[config.mk]
export PLATFORM = sky130hd
export DESIGN_NAME = led_strip_effect_generator_top
export DESIGN_NICKNAME = d
export VERILOG_FILES = /design/src/hw/rtl/lseg_pkg.sv /design/src/hw/rtl/lseg_ctrl.sv /design/src/hw/rtl/lseg_datapath.sv /design/src/hw/rtl/led_strip_effect_generator_top.sv
export SDC_FILE = /design/constraint.sdc
export NUM_CORES = 1
export LEC_CHECK = 0
export BUFFER_PORTS_ARGS = -buffer_cell sky130_fd_sc_hd__buf_2
export CAP_MARGIN = 20
export CORE_MARGIN = 2
export CORE_UTILIZATION = 40
export DETAILED_ROUTE_END_ITERATION = 10
export PLACE_DENSITY_LB_ADDON = 0.08
export SLEW_MARGIN = 20
export SYNTH_ARGS = -nofsm -noshare
export SYNTH_HDL_FRONTEND = slang
export SYNTH_SLANG_ARGS = --single-unit
[constraint.sdc]
create_clock -name clk -period 6.4 [get_ports clk]
set_input_delay 1.28 -clock clk [delete_from_list [all_inputs] [get_ports clk]]
set_output_delay 1.28 -clock clk [all_outputs]
set_load 0.005 [all_outputs]
[src/hw/rtl/lseg_pkg.sv]
// ----------------------------------------------------------------------------
// LED strip effect generator package
// Shared codes, limits, handshake structs and the colour wheel.
// ----------------------------------------------------------------------------
package lseg_pkg;

  // Result and strip limits
  localparam int unsigned MAX_RESULTS       = 32;
  localparam int unsigned NUM_PIXELS_DEFAULT = 32;
  localparam int unsigned PIXEL_IDX_W       = 5;
  localparam int unsigned COUNT_W           = 6;
  localparam int unsigned FRAME_W           = 11;

  // Register indexes
  localparam logic [1:0] REG_EFFECT_MODE = 2'd0;
  localparam logic [1:0] REG_SOLID_COLOR = 2'd1;
  localparam logic [1:0] REG_PIXEL_COUNT = 2'd2;

  // Effect codes
  localparam logic [2:0] MODE_WIPE          = 3'd0;
  localparam logic [2:0] MODE_RAINBOW       = 3'd1;
  localparam logic [2:0] MODE_CYCLE         = 3'd2;
  localparam logic [2:0] MODE_CHASE         = 3'd3;
  localparam logic [2:0] MODE_CHASE_RAINBOW = 3'd4;

  // Register reset values
  localparam logic [2:0]  EFFECT_MODE_RESET = MODE_CYCLE;
  localparam logic [23:0] SOLID_COLOR_RESET = 24'd0;
  localparam logic [5:0]  PIXEL_COUNT_RESET = 6'd21;

  // Effect lengths
  localparam logic [10:0] RAINBOW_LEN        = 11'd256;
  localparam logic [10:0] CYCLE_LEN          = 11'd1280;
  localparam logic [10:0] CHASE_OUTER        = 11'd10;
  localparam logic [10:0] CHASE_RAINBOW_OUTER = 11'd256;
  localparam logic [1:0]  CHASE_LAST_PHASE   = 2'd2;   // phases 0..2, stride of three

  // Colour wheel breakpoints
  localparam logic [7:0]  WHEEL_SEG1 = 8'd85;
  localparam logic [7:0]  WHEEL_SEG2 = 8'd170;
  localparam logic [7:0]  LEVEL_MAX  = 8'd255;
  localparam logic [11:0] WHEEL_WRAP = 12'd255;

  // Divider: 256 / n, one quotient bit per cycle
  localparam int unsigned DIV_STEPS = 9;
  localparam int unsigned DIV_CNT_W = 4;

  typedef struct packed {
    logic start;    // latch frame, update effect state, clear divider
    logic divide;   // one restoring division step
    logic emit;     // load output register with current pixel, advance
  } lseg_cmd_t;

  typedef struct packed {
    logic div_done;
    logic last_pixel;
  } lseg_status_t;

  function automatic logic [7:0] times3(input logic [7:0] v);
    logic [9:0] w;
    w = {2'b00, v} + {1'b0, v, 1'b0};
    return w[7:0];
  endfunction

  // Red to green to blue and back to red
  function automatic logic [23:0] wheel(input logic [7:0] pos);
    logic [7:0] p;
    logic [7:0] t;
    p = LEVEL_MAX - pos;
    if (p < WHEEL_SEG1) begin
      t = times3(p);
      return {LEVEL_MAX - t, 8'd0, t};
    end else if (p < WHEEL_SEG2) begin
      t = times3(p - WHEEL_SEG1);
      return {8'd0, t, LEVEL_MAX - t};
    end else begin
      t = times3(p - WHEEL_SEG2);
      return {t, LEVEL_MAX - t, 8'd0};
    end
  endfunction

endpackage

[src/hw/rtl/lseg_ctrl.sv]
// ----------------------------------------------------------------------------
// LED strip effect generator controller
// Sequences accept, divide and per-pixel emit; owns the output valid.
// ----------------------------------------------------------------------------
module lseg_ctrl (
  input  logic                  clk,
  input  logic                  rst,
  input  logic                  s_tvalid,
  output logic                  s_tready,
  output logic                  m_tvalid,
  input  logic                  m_tready,
  output lseg_pkg::lseg_cmd_t   cmd,
  input  lseg_pkg::lseg_status_t status
);

  typedef enum logic [1:0] {
    ST_IDLE,
    ST_DIVIDE,
    ST_EMIT
  } state_t;

  state_t state;

  always_comb begin
    s_tready   = (state == ST_IDLE);
    cmd.start  = (state == ST_IDLE) && s_tvalid;
    cmd.divide = (state == ST_DIVIDE) && !status.div_done;
    cmd.emit   = (state == ST_EMIT) && (!m_tvalid || m_tready);
  end

  always_ff @(posedge clk) begin
    if (rst) begin
      state    <= ST_IDLE;
      m_tvalid <= 1'b0;
    end else begin
      unique case (state)
        ST_IDLE: begin
          if (s_tvalid) state <= ST_DIVIDE;
        end
        ST_DIVIDE: begin
          if (status.div_done) state <= ST_EMIT;
        end
        ST_EMIT: begin
          if (cmd.emit && status.last_pixel) state <= ST_IDLE;
        end
        default: state <= ST_IDLE;
      endcase
      // hold the result until taken
      if (cmd.emit) begin
        m_tvalid <= 1'b1;
      end else if (m_tready) begin
        m_tvalid <= 1'b0;
      end
    end
  end

endmodule

[src/hw/rtl/lseg_datapath.sv]
// ----------------------------------------------------------------------------
// LED strip effect generator datapath
// Registers, effect state, 256/n divider, pixel colour and output register.
// ----------------------------------------------------------------------------
module lseg_datapath #(
  parameter int unsigned PIXEL_CAP = lseg_pkg::MAX_RESULTS
) (
  input  logic                        clk,
  input  logic                        rst,
  input  logic                        cfg_we,
  input  logic [1:0]                  cfg_index,
  input  logic [23:0]                 cfg_data,
  input  logic                        abort_request,
  input  lseg_pkg::lseg_cmd_t         cmd,
  output lseg_pkg::lseg_status_t      status,
  output logic [lseg_pkg::PIXEL_IDX_W-1:0] pixel_index,
  output logic [7:0]                  red,
  output logic [7:0]                  green,
  output logic [7:0]                  blue,
  output logic                        last_in_frame,
  output logic                        cycle_done
);

  localparam logic [5:0] CAP = 6'(PIXEL_CAP);

  // configuration
  logic [2:0]  effect_mode;
  logic [23:0] solid_color;
  logic [5:0]  pixel_count;

  // effect state
  logic [10:0] frame_counter;
  logic [1:0]  chase_phase;
  logic        wipe_filled;
  logic [10:0] frame_counter_next;
  logic [1:0]  chase_phase_next;
  logic        wipe_filled_next;
  logic        done_next;

  // frame snapshot
  logic [10:0] frame_j;
  logic [1:0]  phase_q;
  logic        filled_snap;
  logic        done_snap;

  // divider and pixel walk
  logic [lseg_pkg::DIV_CNT_W-1:0] div_cnt;
  logic [5:0]  div_rem;
  logic [7:0]  div_quo;
  logic [6:0]  div_shift;
  logic [4:0]  pix;
  logic [1:0]  pix_mod3;
  logic [7:0]  acc_q;
  logic [5:0]  acc_r;
  logic [6:0]  acc_r_sum;

  logic [5:0]  n_active;
  logic [10:0] j_inc;
  logic [23:0] color;
  logic [4:0]  chase_diff;
  logic [11:0] chase_sum;
  logic [11:0] chase_pos;
  logic        chase_lit;

  always_comb begin
    if (pixel_count == 6'd0) begin
      n_active = 6'd1;
    end else if (pixel_count > CAP) begin
      n_active = CAP;
    end else begin
      n_active = pixel_count;
    end
  end

  // effect state for the frame being accepted
  always_comb begin
    j_inc              = frame_counter + 11'd1;
    frame_counter_next = frame_counter;
    chase_phase_next   = chase_phase;
    wipe_filled_next   = wipe_filled;
    done_next          = 1'b0;
    unique case (effect_mode)
      lseg_pkg::MODE_WIPE: begin
        if (j_inc >= {5'd0, n_active}) begin
          done_next        = 1'b1;
          wipe_filled_next = 1'b1;
        end else begin
          frame_counter_next = j_inc;
        end
      end
      lseg_pkg::MODE_RAINBOW: begin
        if (abort_request || j_inc >= lseg_pkg::RAINBOW_LEN) done_next = 1'b1;
        else frame_counter_next = j_inc;
      end
      lseg_pkg::MODE_CYCLE: begin
        if (abort_request || j_inc >= lseg_pkg::CYCLE_LEN) done_next = 1'b1;
        else frame_counter_next = j_inc;
      end
      lseg_pkg::MODE_CHASE: begin
        if (abort_request || (chase_phase >= lseg_pkg::CHASE_LAST_PHASE &&
                              j_inc >= lseg_pkg::CHASE_OUTER)) begin
          done_next = 1'b1;
        end else if (chase_phase >= lseg_pkg::CHASE_LAST_PHASE) begin
          chase_phase_next   = 2'd0;
          frame_counter_next = j_inc;
        end else begin
          chase_phase_next = chase_phase + 2'd1;
        end
      end
      lseg_pkg::MODE_CHASE_RAINBOW: begin
        if (abort_request || (chase_phase >= lseg_pkg::CHASE_LAST_PHASE &&
                              j_inc >= lseg_pkg::CHASE_RAINBOW_OUTER)) begin
          done_next = 1'b1;
        end else if (chase_phase >= lseg_pkg::CHASE_LAST_PHASE) begin
          chase_phase_next   = 2'd0;
          frame_counter_next = j_inc;
        end else begin
          chase_phase_next = chase_phase + 2'd1;
        end
      end
      default: done_next = 1'b0;
    endcase
    if (done_next) begin
      frame_counter_next = 11'd0;
      chase_phase_next   = 2'd0;
    end
  end

  // restoring division step and remainder walk
  always_comb begin
    div_shift = {div_rem, (div_cnt == '0)};
    acc_r_sum = {1'b0, acc_r} + {1'b0, div_rem};
  end

  // colour of the current pixel
  always_comb begin
    chase_lit  = (pix_mod3 == phase_q);
    chase_diff = pix - {3'd0, phase_q};
    chase_sum  = {7'd0, chase_diff} + {1'b0, frame_j};
    chase_pos  = (chase_sum >= lseg_pkg::WHEEL_WRAP) ? chase_sum - lseg_pkg::WHEEL_WRAP
                                                     : chase_sum;
    case (effect_mode)
      lseg_pkg::MODE_WIPE:
        color = (({6'd0, pix} <= frame_j) || filled_snap) ? solid_color : 24'd0;
      lseg_pkg::MODE_RAINBOW:
        color = lseg_pkg::wheel({3'd0, pix} + frame_j[7:0]);
      lseg_pkg::MODE_CYCLE:
        color = lseg_pkg::wheel(acc_q + frame_j[7:0]);
      lseg_pkg::MODE_CHASE:
        color = chase_lit ? solid_color : 24'd0;
      lseg_pkg::MODE_CHASE_RAINBOW:
        color = chase_lit ? lseg_pkg::wheel(chase_pos[7:0]) : 24'd0;
      default:
        color = 24'd0;
    endcase
  end

  always_comb begin
    status.div_done   = (div_cnt == lseg_pkg::DIV_CNT_W'(lseg_pkg::DIV_STEPS));
    status.last_pixel = ({1'b0, pix} + 6'd1 == n_active);
  end

  always_ff @(posedge clk) begin
    if (rst) begin
      effect_mode   <= lseg_pkg::EFFECT_MODE_RESET;
      solid_color   <= lseg_pkg::SOLID_COLOR_RESET;
      pixel_count   <= lseg_pkg::PIXEL_COUNT_RESET;
      frame_counter <= 11'd0;
      chase_phase   <= 2'd0;
      wipe_filled   <= 1'b0;
      div_cnt       <= '0;
    end else begin
      if (cfg_we) begin
        unique case (cfg_index)
          lseg_pkg::REG_EFFECT_MODE: begin
            effect_mode   <= cfg_data[2:0];
            frame_counter <= 11'd0;
            chase_phase   <= 2'd0;
            wipe_filled   <= 1'b0;
          end
          lseg_pkg::REG_SOLID_COLOR: solid_color <= cfg_data;
          lseg_pkg::REG_PIXEL_COUNT: pixel_count <= cfg_data[5:0];
          default: ;
        endcase
      end else if (cmd.start) begin
        frame_counter <= frame_counter_next;
        chase_phase   <= chase_phase_next;
        wipe_filled   <= wipe_filled_next;
      end
      if (cmd.start) begin
        div_cnt <= '0;
      end else if (cmd.divide) begin
        div_cnt <= div_cnt + lseg_pkg::DIV_CNT_W'(1);
      end
    end
  end

  // payload: snapshot, divider, walk and output register
  always_ff @(posedge clk) begin
    if (cmd.start) begin
      frame_j     <= frame_counter;
      phase_q     <= chase_phase;
      filled_snap <= wipe_filled;
      done_snap   <= done_next;
      div_rem     <= 6'd0;
      div_quo     <= 8'd0;
      pix         <= 5'd0;
      pix_mod3    <= 2'd0;
      acc_q       <= 8'd0;
      acc_r       <= 6'd0;
    end else if (cmd.divide) begin
      // the top quotient bit only matters for a single pixel, where it is unused
      if (div_shift >= {1'b0, n_active}) begin
        div_rem <= 6'(div_shift - {1'b0, n_active});
        div_quo <= {div_quo[6:0], 1'b1};
      end else begin
        div_rem <= div_shift[5:0];
        div_quo <= {div_quo[6:0], 1'b0};
      end
    end else if (cmd.emit) begin
      pixel_index   <= pix;
      red           <= color[23:16];
      green         <= color[15:8];
      blue          <= color[7:0];
      last_in_frame <= status.last_pixel;
      cycle_done    <= done_snap;
      pix           <= pix + 5'd1;
      pix_mod3      <= (pix_mod3 == lseg_pkg::CHASE_LAST_PHASE) ? 2'd0 : pix_mod3 + 2'd1;
      // next floor(i*256/n): add quotient, carry remainder overflow
      if (acc_r_sum >= {1'b0, n_active}) begin
        acc_r <= 6'(acc_r_sum - {1'b0, n_active});
        acc_q <= acc_q + div_quo + 8'd1;
      end else begin
        acc_r <= acc_r_sum[5:0];
        acc_q <= acc_q + div_quo;
      end
    end
  end

endmodule

[src/hw/rtl/led_strip_effect_generator_top.sv]
// ----------------------------------------------------------------------------
// LED strip effect generator, top level
// One frame tick in, one RGB result per pixel in use out.
//
//   channel   | direction | payload
//   ----------+-----------+---------------------------------------------------
//   s_axis    | in        | tdata[0] abort_request
//   m_axis    | out       | tdata pixel_index, red, green, blue; tlast; tuser
//   cfg       | in        | cfg_index selects mode, solid colour, pixel count
//
// The tick is taken, then the divide state runs nine steps of the
// 256/n quotient used by the spread rainbow and hands over, then one
// pixel is emitted per cycle while the sink keeps up, through the single
// output register; the divider is bit-serial.
// Reset (rst, synchronous) restores the register defaults and the first frame.
// A stalled sink holds the output register; the walk waits, nothing is lost.
// ----------------------------------------------------------------------------
module led_strip_effect_generator_top #(
  parameter int unsigned NUM_PIXELS = lseg_pkg::NUM_PIXELS_DEFAULT
) (
  input  logic        clk,
  input  logic        rst,
  // frame tick stream
  input  logic        s_tvalid,
  output logic        s_tready,
  input  logic [7:0]  s_tdata,   // [0] abort_request, [7:1] zero
  // pixel stream
  output logic        m_tvalid,
  input  logic        m_tready,
  output logic [31:0] m_tdata,   // [4:0] pixel_index, [12:5] red, [20:13] green,
                                 // [28:21] blue, [31:29] zero
  output logic        m_tlast,   // last_in_frame
  output logic [0:0]  m_tuser,   // [0] cycle_done
  // configuration writes
  input  logic        cfg_we,
  input  logic [1:0]  cfg_index,
  input  logic [23:0] cfg_data
);

  // strip in use never exceeds the result limit
  localparam int unsigned PIXEL_CAP =
    (NUM_PIXELS < lseg_pkg::MAX_RESULTS) ? NUM_PIXELS : lseg_pkg::MAX_RESULTS;

  lseg_pkg::lseg_cmd_t    cmd;
  lseg_pkg::lseg_status_t status;

  logic [lseg_pkg::PIXEL_IDX_W-1:0] pixel_index;
  logic [7:0] red;
  logic [7:0] green;
  logic [7:0] blue;
  logic       last_in_frame;
  logic       cycle_done;

  // sequence the frame: accept, divide, emit each pixel
  lseg_ctrl u_ctrl (
    .clk      (clk),
    .rst      (rst),
    .s_tvalid (s_tvalid),
    .s_tready (s_tready),
    .m_tvalid (m_tvalid),
    .m_tready (m_tready),
    .cmd      (cmd),
    .status   (status)
  );

  // hold registers and effect state, colour each pixel
  lseg_datapath #(
    .PIXEL_CAP (PIXEL_CAP)
  ) u_datapath (
    .clk           (clk),
    .rst           (rst),
    .cfg_we        (cfg_we),
    .cfg_index     (cfg_index),
    .cfg_data      (cfg_data),
    .abort_request (s_tdata[0]),
    .cmd           (cmd),
    .status        (status),
    .pixel_index   (pixel_index),
    .red           (red),
    .green         (green),
    .blue          (blue),
    .last_in_frame (last_in_frame),
    .cycle_done    (cycle_done)
  );

  // pack the result transaction
  assign m_tdata    = {3'd0, blue, green, red, pixel_index};
  assign m_tlast    = last_in_frame;
  assign m_tuser[0] = cycle_done;

`ifndef SYNTHESIS
  // a frame tick blocks further ticks until its pixels are walked
  a_tick_blocks: assert property (@(posedge clk) disable iff (rst)
    (s_tvalid && s_tready) |=> !s_tready)
    else $error("frame tick accepted while a frame is in flight");

  // no pixel is emitted outside a frame
  a_no_idle_emit: assert property (@(posedge clk) disable iff (rst)
    s_tready |-> !cmd.emit)
    else $error("pixel emitted while idle");

  // the last pixel of the walk carries tlast
  a_last_flag: assert property (@(posedge clk) disable iff (rst)
    (cmd.emit && status.last_pixel) |=> (m_tvalid && m_tlast))
    else $error("last pixel emitted without tlast");
`endif

endmodule
# --- Yosys cells after proc, flatten, opt, wreduce, memory -nomap -nowiden ---
# Index checks and enable logic that the tools add are counted.
word_totals:
  reg_bits: 135
  latchBits: 0
  mem_bits_rw: 0
  romBits: 0
  inputBits: 39
  wordCells: 196
  mem_count: 0
op_classes:
  add_sub_neg: 43
  multipliers: 0
  div: 0
  order_cmp: 16
  n_eq_ne: 21
  shift: 0
  mux: 54
  bitwise_logic: 2
  n_reduce_logical: 35
ops:
  columns: ["op", "count"]
  rows:
  - ["24-bit two-way mux", 9]
  - ["24-bit one-hot mux with 5 select lines", 1]
  - ["11-bit two-way mux", 10]
  - ["8-bit subtractor (first input constant)", 12]
  - ["8-bit adder", 11]
  - ["11-bit one-hot mux with 5 select lines", 1]
  - ["8-bit subtractor (second input constant)", 4]
  - ["8-bit by 7-bit < comparator with 1-bit output (second input constant)", 3]
  - ["8-bit < comparator (second input constant)", 3]
  - ["6-bit two-way mux", 4]
  - ["8-bit by 7-bit subtractor with 8-bit output (second input constant)", 3]
  - ["2-bit two-way mux", 11]
  - ["4-bit by 3-bit != test with 1-bit output (second input constant)", 5]
  - ["8-bit two-way mux", 2]
  - ["7-bit by 6-bit greater-or-equal comparator with 1-bit output", 2]
  - ["1-bit two-way mux", 13]
  - ["5-bit by 11-bit adder with 12-bit output", 1]
  - ["12-bit by 8-bit greater-or-equal comparator with 1-bit output (second input constant)", 1]
  - ["6-bit subtractor", 2]
  - ["11-bit by 1-bit adder with 11-bit output (second input constant)", 1]
  - ["11-bit greater-or-equal comparator (second input constant)", 1]
  - ["11-bit by 4-bit greater-or-equal comparator with 1-bit output (second input constant)", 1]
  - ["11-bit by 6-bit greater-or-equal comparator with 1-bit output", 1]
  - ["11-bit by 9-bit greater-or-equal comparator with 1-bit output (second input constant)", 1]
  - ["other kinds (41)", 68]

# --- Logic depth before layout (Yosys ltp) ---
logic_depth:
  ltp_word: 12
  mapped_depth: 28
  mapped_depth_nobuf: 27

# --- Modules after synthesis ---
# Synthesis repeated with hierarchy kept, for this count alone.
unflattened:
  cells_unflattened: 1490
  area_unflattened_um2: 12286.8
modules_own_cells:
  columns: ["mod", "instances", "cells_per_inst", "area_per_inst_um2", "seq_area_each_um2"]
  rows:
  - ["lseg_datapath", 1, 1472, 12114.1, 3103.0]
  - ["lseg_ctrl", 1, 14, 146.4, 60.1]
  - ["led_strip_effect_generator_top", 1, 4, 26.3, 0.0]

# --- Least setup slack after synthesis ---
# No wires, ideal clock.
synth_timing:
  path_kind: "reg-to-reg"
  startpoint: "register u_datapath.pix[0]"
  endpoint: "register u_datapath.green[7] (data pin)"
  arrival_time_ns: 5.465
  slack_ns: 0.669
  path_stages_with_launch: 26
  path_buffers: 1
  cell_sequence: "dfxtp_1 -> inv_1 -> ha_1 -> inv_1 -> fa_1 -> fa_1 -> a21oi_1 -> o2111ai_1 -> a32oi_1 -> and4_1 -> buf_6 -> a21oi_1 -> nor2_1 -> inv_1 -> ha_1 -> nor2b_1 -> a211oi_1 -> xnor2_1 -> ha_1 -> a21oi_1 -> o21bai_1 -> nand2_1 -> o21ai_1 -> xnor2_1 -> nor3_1 -> or3_1"
synth_via:
  elab_chain_len: 12
  elab_cells_between_ends: 31
  classes_between: "add/sub (16); order compare (6); mux (8); reduce/logical (1)"
synth_lines:
  columns: ["item", "line", "rtl"]
  rows:
  - ["start: declaration", "lseg_datapath.sv:51", "logic [4:0] pix;"]
  - ["start signal: assignment", "lseg_datapath.sv:227", "pix <= pix + 5'd1;"]
  - ["5-bit by 2-bit subtractor with 5-bit output", "lseg_datapath.sv:138", "chase_diff = pix - {3'd0, phase_q};"]
  - ["5-bit by 11-bit adder with 12-bit output", "lseg_datapath.sv:139", "chase_sum = {7'd0, chase_diff} + {1'b0, frame_j};"]
  - ["12-bit by 8-bit greater-or-equal comparator with 1-bit output / 8-bit subtractor (equally long branches)", "lseg_datapath.sv:140", "chase_pos = (chase_sum >= lseg_pkg::WHEEL_WRAP) ? chase_sum - lseg_pkg::WHEEL_WRAP"]
  - ["8-bit two-way mux", "lseg_datapath.sv:140", null]
  - ["8-bit subtractor", "lseg_pkg.sv:69", "p = LEVEL_MAX - pos;"]
  - ["8-bit subtractor", "lseg_pkg.sv:77", "t = times3(p - WHEEL_SEG2);"]
  - ["8-bit adder", "lseg_pkg.sv:61", "w = {2'b00, v} + {1'b0, v, 1'b0};"]
  - ["8-bit subtractor", "lseg_pkg.sv:78", "return {t, LEVEL_MAX - t, 8'd0};"]
  - ["24-bit two-way mux", "lseg_pkg.sv:73", "end else if (p < WHEEL_SEG2) begin"]
  - ["24-bit two-way mux", "lseg_pkg.sv:70", "if (p < WHEEL_SEG1) begin"]
  - ["24-bit two-way mux", "lseg_datapath.sv:152", "color = chase_lit ? lseg_pkg::wheel(chase_pos[7:0]) : 24'd0;"]
  - ["24-bit one-hot mux with 5 select lines *", "lseg_datapath.sv:142", "case (effect_mode)"]
  - ["via u_datapath.color[15]", "lseg_datapath.sv:59", "logic [23:0] color;"]
  - ["end signal: assignment", "lseg_datapath.sv:223", "green <= color[15:8];"]
  - ["end: declaration", "lseg_datapath.sv:18", "output logic [7:0] green,"]
# The timed path passes the listed nets; every way through them passes the cells marked *.
# A chain may end at the register's enable or synchronous reset.

# --- Worst setup path after layout ---
# Ends and elaborated chain as after synthesis.

==> reports/qor.csv <==
stage,metric,value,unit
sta,Slew Limit Headroom,0.334,
status,status,"finished, final reports clean",
hold_path,Worst Hold Path EP,u_datapath.cycle_done,
final_layout,Final #Nets,1734,
worst_setup_path,crit path kind,register to register,
floorplanning,io pins,75,
cts,clk buf depth,2,
floorplanning,Die Width,179,um
sta,Final setup viols,0,
grt,largest net degree at the start of global routing,56,
floorplanning,FP Rows,64,
grt,vias in the first global route,10000,
sta,RSZ-0062 raised after global routing,false,
hold_path,hold path startpoint,u_datapath.done_snap,
job,max-cap violations,0,
yosys,ys flop type,dfxtp_1,
grt,first-pass GRT wire length,55500,um
worst_setup_path,"Max FO, Critical Path",8,
floorplanning,die span in y,179,um
placed_design,final HPWL from detailed placement,26700,um
sta,slew at the pin closest to its max-slew limit,0.992,ns
worst_setup_path,FF-to-FF End,u_datapath.green[7],
grt,total track usage,0.214,
final_layout,Register Area,3160,um2
floorplanning,Core Footprint,30400,um2
cts,H-tree depth,4,
final_layout,fin util,0.452,
yosys,distinct cell type count after synthesis,90,
cts,clk root buf,clkbuf_16,
sta,max frequency,167,MHz
worst_setup_path,Startpoint Class,register,
worst_setup_path,crit path capture type,register,
routing,Via density,5.37,
yosys,Post-Syn Instances,1479,
sta,Hold Fails Final Rpt,0,
routing,DRT Pass-1 Iters,5,
routing,WL/cell,17.8,um
placed_design,GPL Wtd Cong,0.883,
hold_path,Hold WC Path Type,register to register,
yosys,"Avg Cell Area, Syn",8.32,um2
cts,CTS Hold Bufs,0,
yosys,"EDFF count, synth",46,
worst_setup_path,CP arrival,6.17,ns
power,worst vdd ir,0.269,mV
power,Static Leakage,5.87,nW
sta,Setup TNS Final,0,ns
cts,clock slew seen by the registers of the worst setup and hold paths,0.07,ns
sta,"Min Clock Period, post-route",5.98,ns
power,Power Dens Cells,596,nW/um2
final_layout,# fillers,3050,
sta,Worst Clk Skew,0.00853,ns
worst_setup_path,worst r2r src,u_datapath.pix[0],
final_layout,multi-input logic area,8530,um2
final_layout,diode count,0,
cts,Clock Latency Late Sink,0.43,ns
final_layout,area grow syn2layout,11.7,%
yosys,share of the yosys chip area belonging to registers,0.257,
worst_setup_path,number of cells on the worst reg-to-reg path,24,
routing,final WL,34700,um
worst_setup_path,"setup slack, reg-to-reg",0.42,ns
sta,period utilisation layout,0.935,
worst_setup_path,Crit path required time,6.58,ns
final_layout,layout cells sized above 1,0.108,
placed_design,input/output buffers,64,
sta,Max Slew Vio Count,0,
routing,via count,10400,
yosys,Post-Syn Area,12300,um2
routing,Iter 0 DRT Violations,591,
routing,ANT nets after route,0,
yosys,synthesized flop and latch total,135,
cts,cts bufs inserted,17,
floorplanning,Initial Utilization,0.405,
grt,antenna violations before repair,0,
floorplanning,die area,32200,um2
cts,CTS sink count,135,
routing,DRC errors left,0,
grt,Overflow after GRT,0,
hold_path,hold depth,0,
cts,TritonCTS clock tree,built,
yosys,ys async rst share,0,
yosys,yosys warns,0,
[report_power, final]
group	internal [mW]	total, mW	switching (mW)
Clock	0.646	1.07	0.425
Combinational	2.52	5.98	3.46
Sequential	1.05	1.13	0.0787
Total	4.22	8.19	3.96
[metrics by stage]
step	worst slack, ns	power (mW)	std cells	hold slack [ns]	instance area [um2]
finish	0.416	8.19	1945	0.423	13700
global route	0.00624	8.95	1945	0.439	13700
CTS	0.182	8.22	1944	0.427	13700
detailed placement	0.200	7.10	1912	0.411	13100
global placement	0.284	7.06	1912	0.404	13100
floorplan	0.669	5.73	1481	0.400	12300
[worst max-delay path: stages (launching register included)]
cell	delay [ns]
dfxtp_1	0.31
inv_1	0.17
ha_1	0.18
inv_1	0.06
fa_1	0.39
nor3_1	0.19
xnor2_1	0.19
ha_1	0.34
a21oi_1	0.28
o21a_1	0.23
a32oi_1	0.09
and4_2	0.34
or3_1	0.43
and3_1	0.33
ha_1	0.29
a31oi_2	0.32
nand2_1	0.16
nand2_1	0.13
xnor2_1	0.08
ha_1	0.35
a21oi_1	0.19
o21ai_2	0.09
xnor2_2	0.20
nor3_1	0.06
or3_1	0.35
[sequential cells by signal, indices dropped and copies added (netlist names), 8 cells and up]
register / flops
u_datapath.solid_color: 24
u_datapath.frame_counter: 11
u_datapath.frame_j: 11
u_datapath.acc_q: 8
u_datapath.blue: 8
u_datapath.div_quo: 8
u_datapath.green: 8
u_datapath.red: 8
[Yosys cell counts (6+ instances only)]
cell type	count	area, um2
a21o_1	35	263
edfxtp_1	46	1380
a21oi_1	154	771
nor2_1	120	450
o21ai_0	61	305
nand3b_1	9	67.6
xnor2_1	99	867
a211oi_1	18	135
nand2_1	153	574
dfxtp_1	89	1780
o21ai_1	6	30.0
nor3b_1	9	67.6
and3_1	8	50.1
mux2i_1	26	260
nand4_1	10	62.6
clkbuf_1	43	161
a31oi_1	12	75.1
fa_1	14	280
a22oi_1	6	45.0
ha_1	145	1810
inv_1	98	368
buf_2	6	30.0
and2_1	7	43.8
o22ai_1	11	68.8
nor3_1	31	155
xor2_1	47	412
nor2b_1	16	100
or3_1	8	50.1
nand3_1	37	185
o211ai_1	6	45.0
xnor2_2	6	97.6
nand2b_1	16	100
o21bai_1	24	180
[area by class of cell]
cell class / instances / share of cell area
Tap cell: 396 / 0.0360
Timing Repair Buffer: 94 / 0.0400
Multi-Input combinational cell: 1187 / 0.621
Inverter: 101 / 0.0278
Sequential cell: 135 / 0.230
Clock buffer: 23 / 0.0372
Clock inverter: 9 / 0.00810
[cells by family (layout without fill, tap and decap cells)]
| logic type | count (synthesis) | after routing | share of synthesized area |
|---|---|---|---|
| xor+xnor | 156 | 156 | 0.119 |
| flops | 135 | 135 | 0.257 |
| mux | 28 | 28 | 0.0230 |
| buf+inv | 159 | 227 | 0.0527 |
| simple gates | 443 | 443 | 0.171 |
| compound gates | 396 | 396 | 0.206 |
| other cells | 1 | 3 | 0.000305 |
| fa+ha+maj | 161 | 161 | 0.172 |
[worst max-delay path by stage]
| stage | cells after the start | from | slack [ns] | to |
|---|---|---|---|---|
| final | 24 | u_datapath.pix[0] | 0.42 | u_datapath.green[7] |
| after global routing | 25 | u_datapath.pix[0] | 0.006 | u_datapath.green[7] |
| after global placement | 25 | u_datapath.pix[0] | 0.28 | u_datapath.green[7] |
| after floorplan | 25 | u_datapath.pix[0] | 0.67 | u_datapath.green[7] |
| after detailed placement | 25 | u_datapath.pix[0] | 0.20 | u_datapath.green[7] |
| after CTS | 25 | u_datapath.pix[0] | 0.18 | u_datapath.green[7] |
[layer usage]
| layer | global-route usage | vias up | wire [um] | share of wire |
|---|---|---|---|---|
| li1 | - | 5320 | - | - |
| met1 | 0.284 | 4886 | 16300 | 0.47 |
| met2 | 0.362 | 188 | 16400 | 0.47 |
| met3 | 0.0253 | 48 | 1030 | 0.030 |
| met4 | 0.0696 | 0 | 920 | 0.027 |
| met5 | 0 | - | 0 | 0 |
[cell usage in the layout, fill, tap and decap left out, types with 11 or more instances in the layout]
| master | n |
|---|---|
| a211oi_1 | 18 |
| a21o_1 | 35 |
| a21oi_1 | 152 |
| a31oi_1 | 12 |
| buf_2 | 64 |
| buf_4 | 29 |
| clkbuf_16 | 20 |
| dfxtp_1 | 89 |
| edfxtp_1 | 46 |
| fa_1 | 14 |
| ha_1 | 145 |
| inv_1 | 98 |
| mux2i_1 | 26 |
| nand2_1 | 153 |
| nand2b_1 | 16 |
| nand3_1 | 37 |
| nor2_1 | 119 |
| nor2b_1 | 16 |
| nor3_1 | 31 |
| o21ai_0 | 60 |
| o21bai_1 | 24 |
| o22ai_1 | 11 |
| xnor2_1 | 99 |
| xor2_1 | 47 |
[what timing repair did]
item / in CTS / in global routing
endpoints found under the setup margin: 0 / 6
buffers inserted: 0 / 0
resized for setup: 0 / 5
No activity file was read; power rests on OpenSTA's default activity.
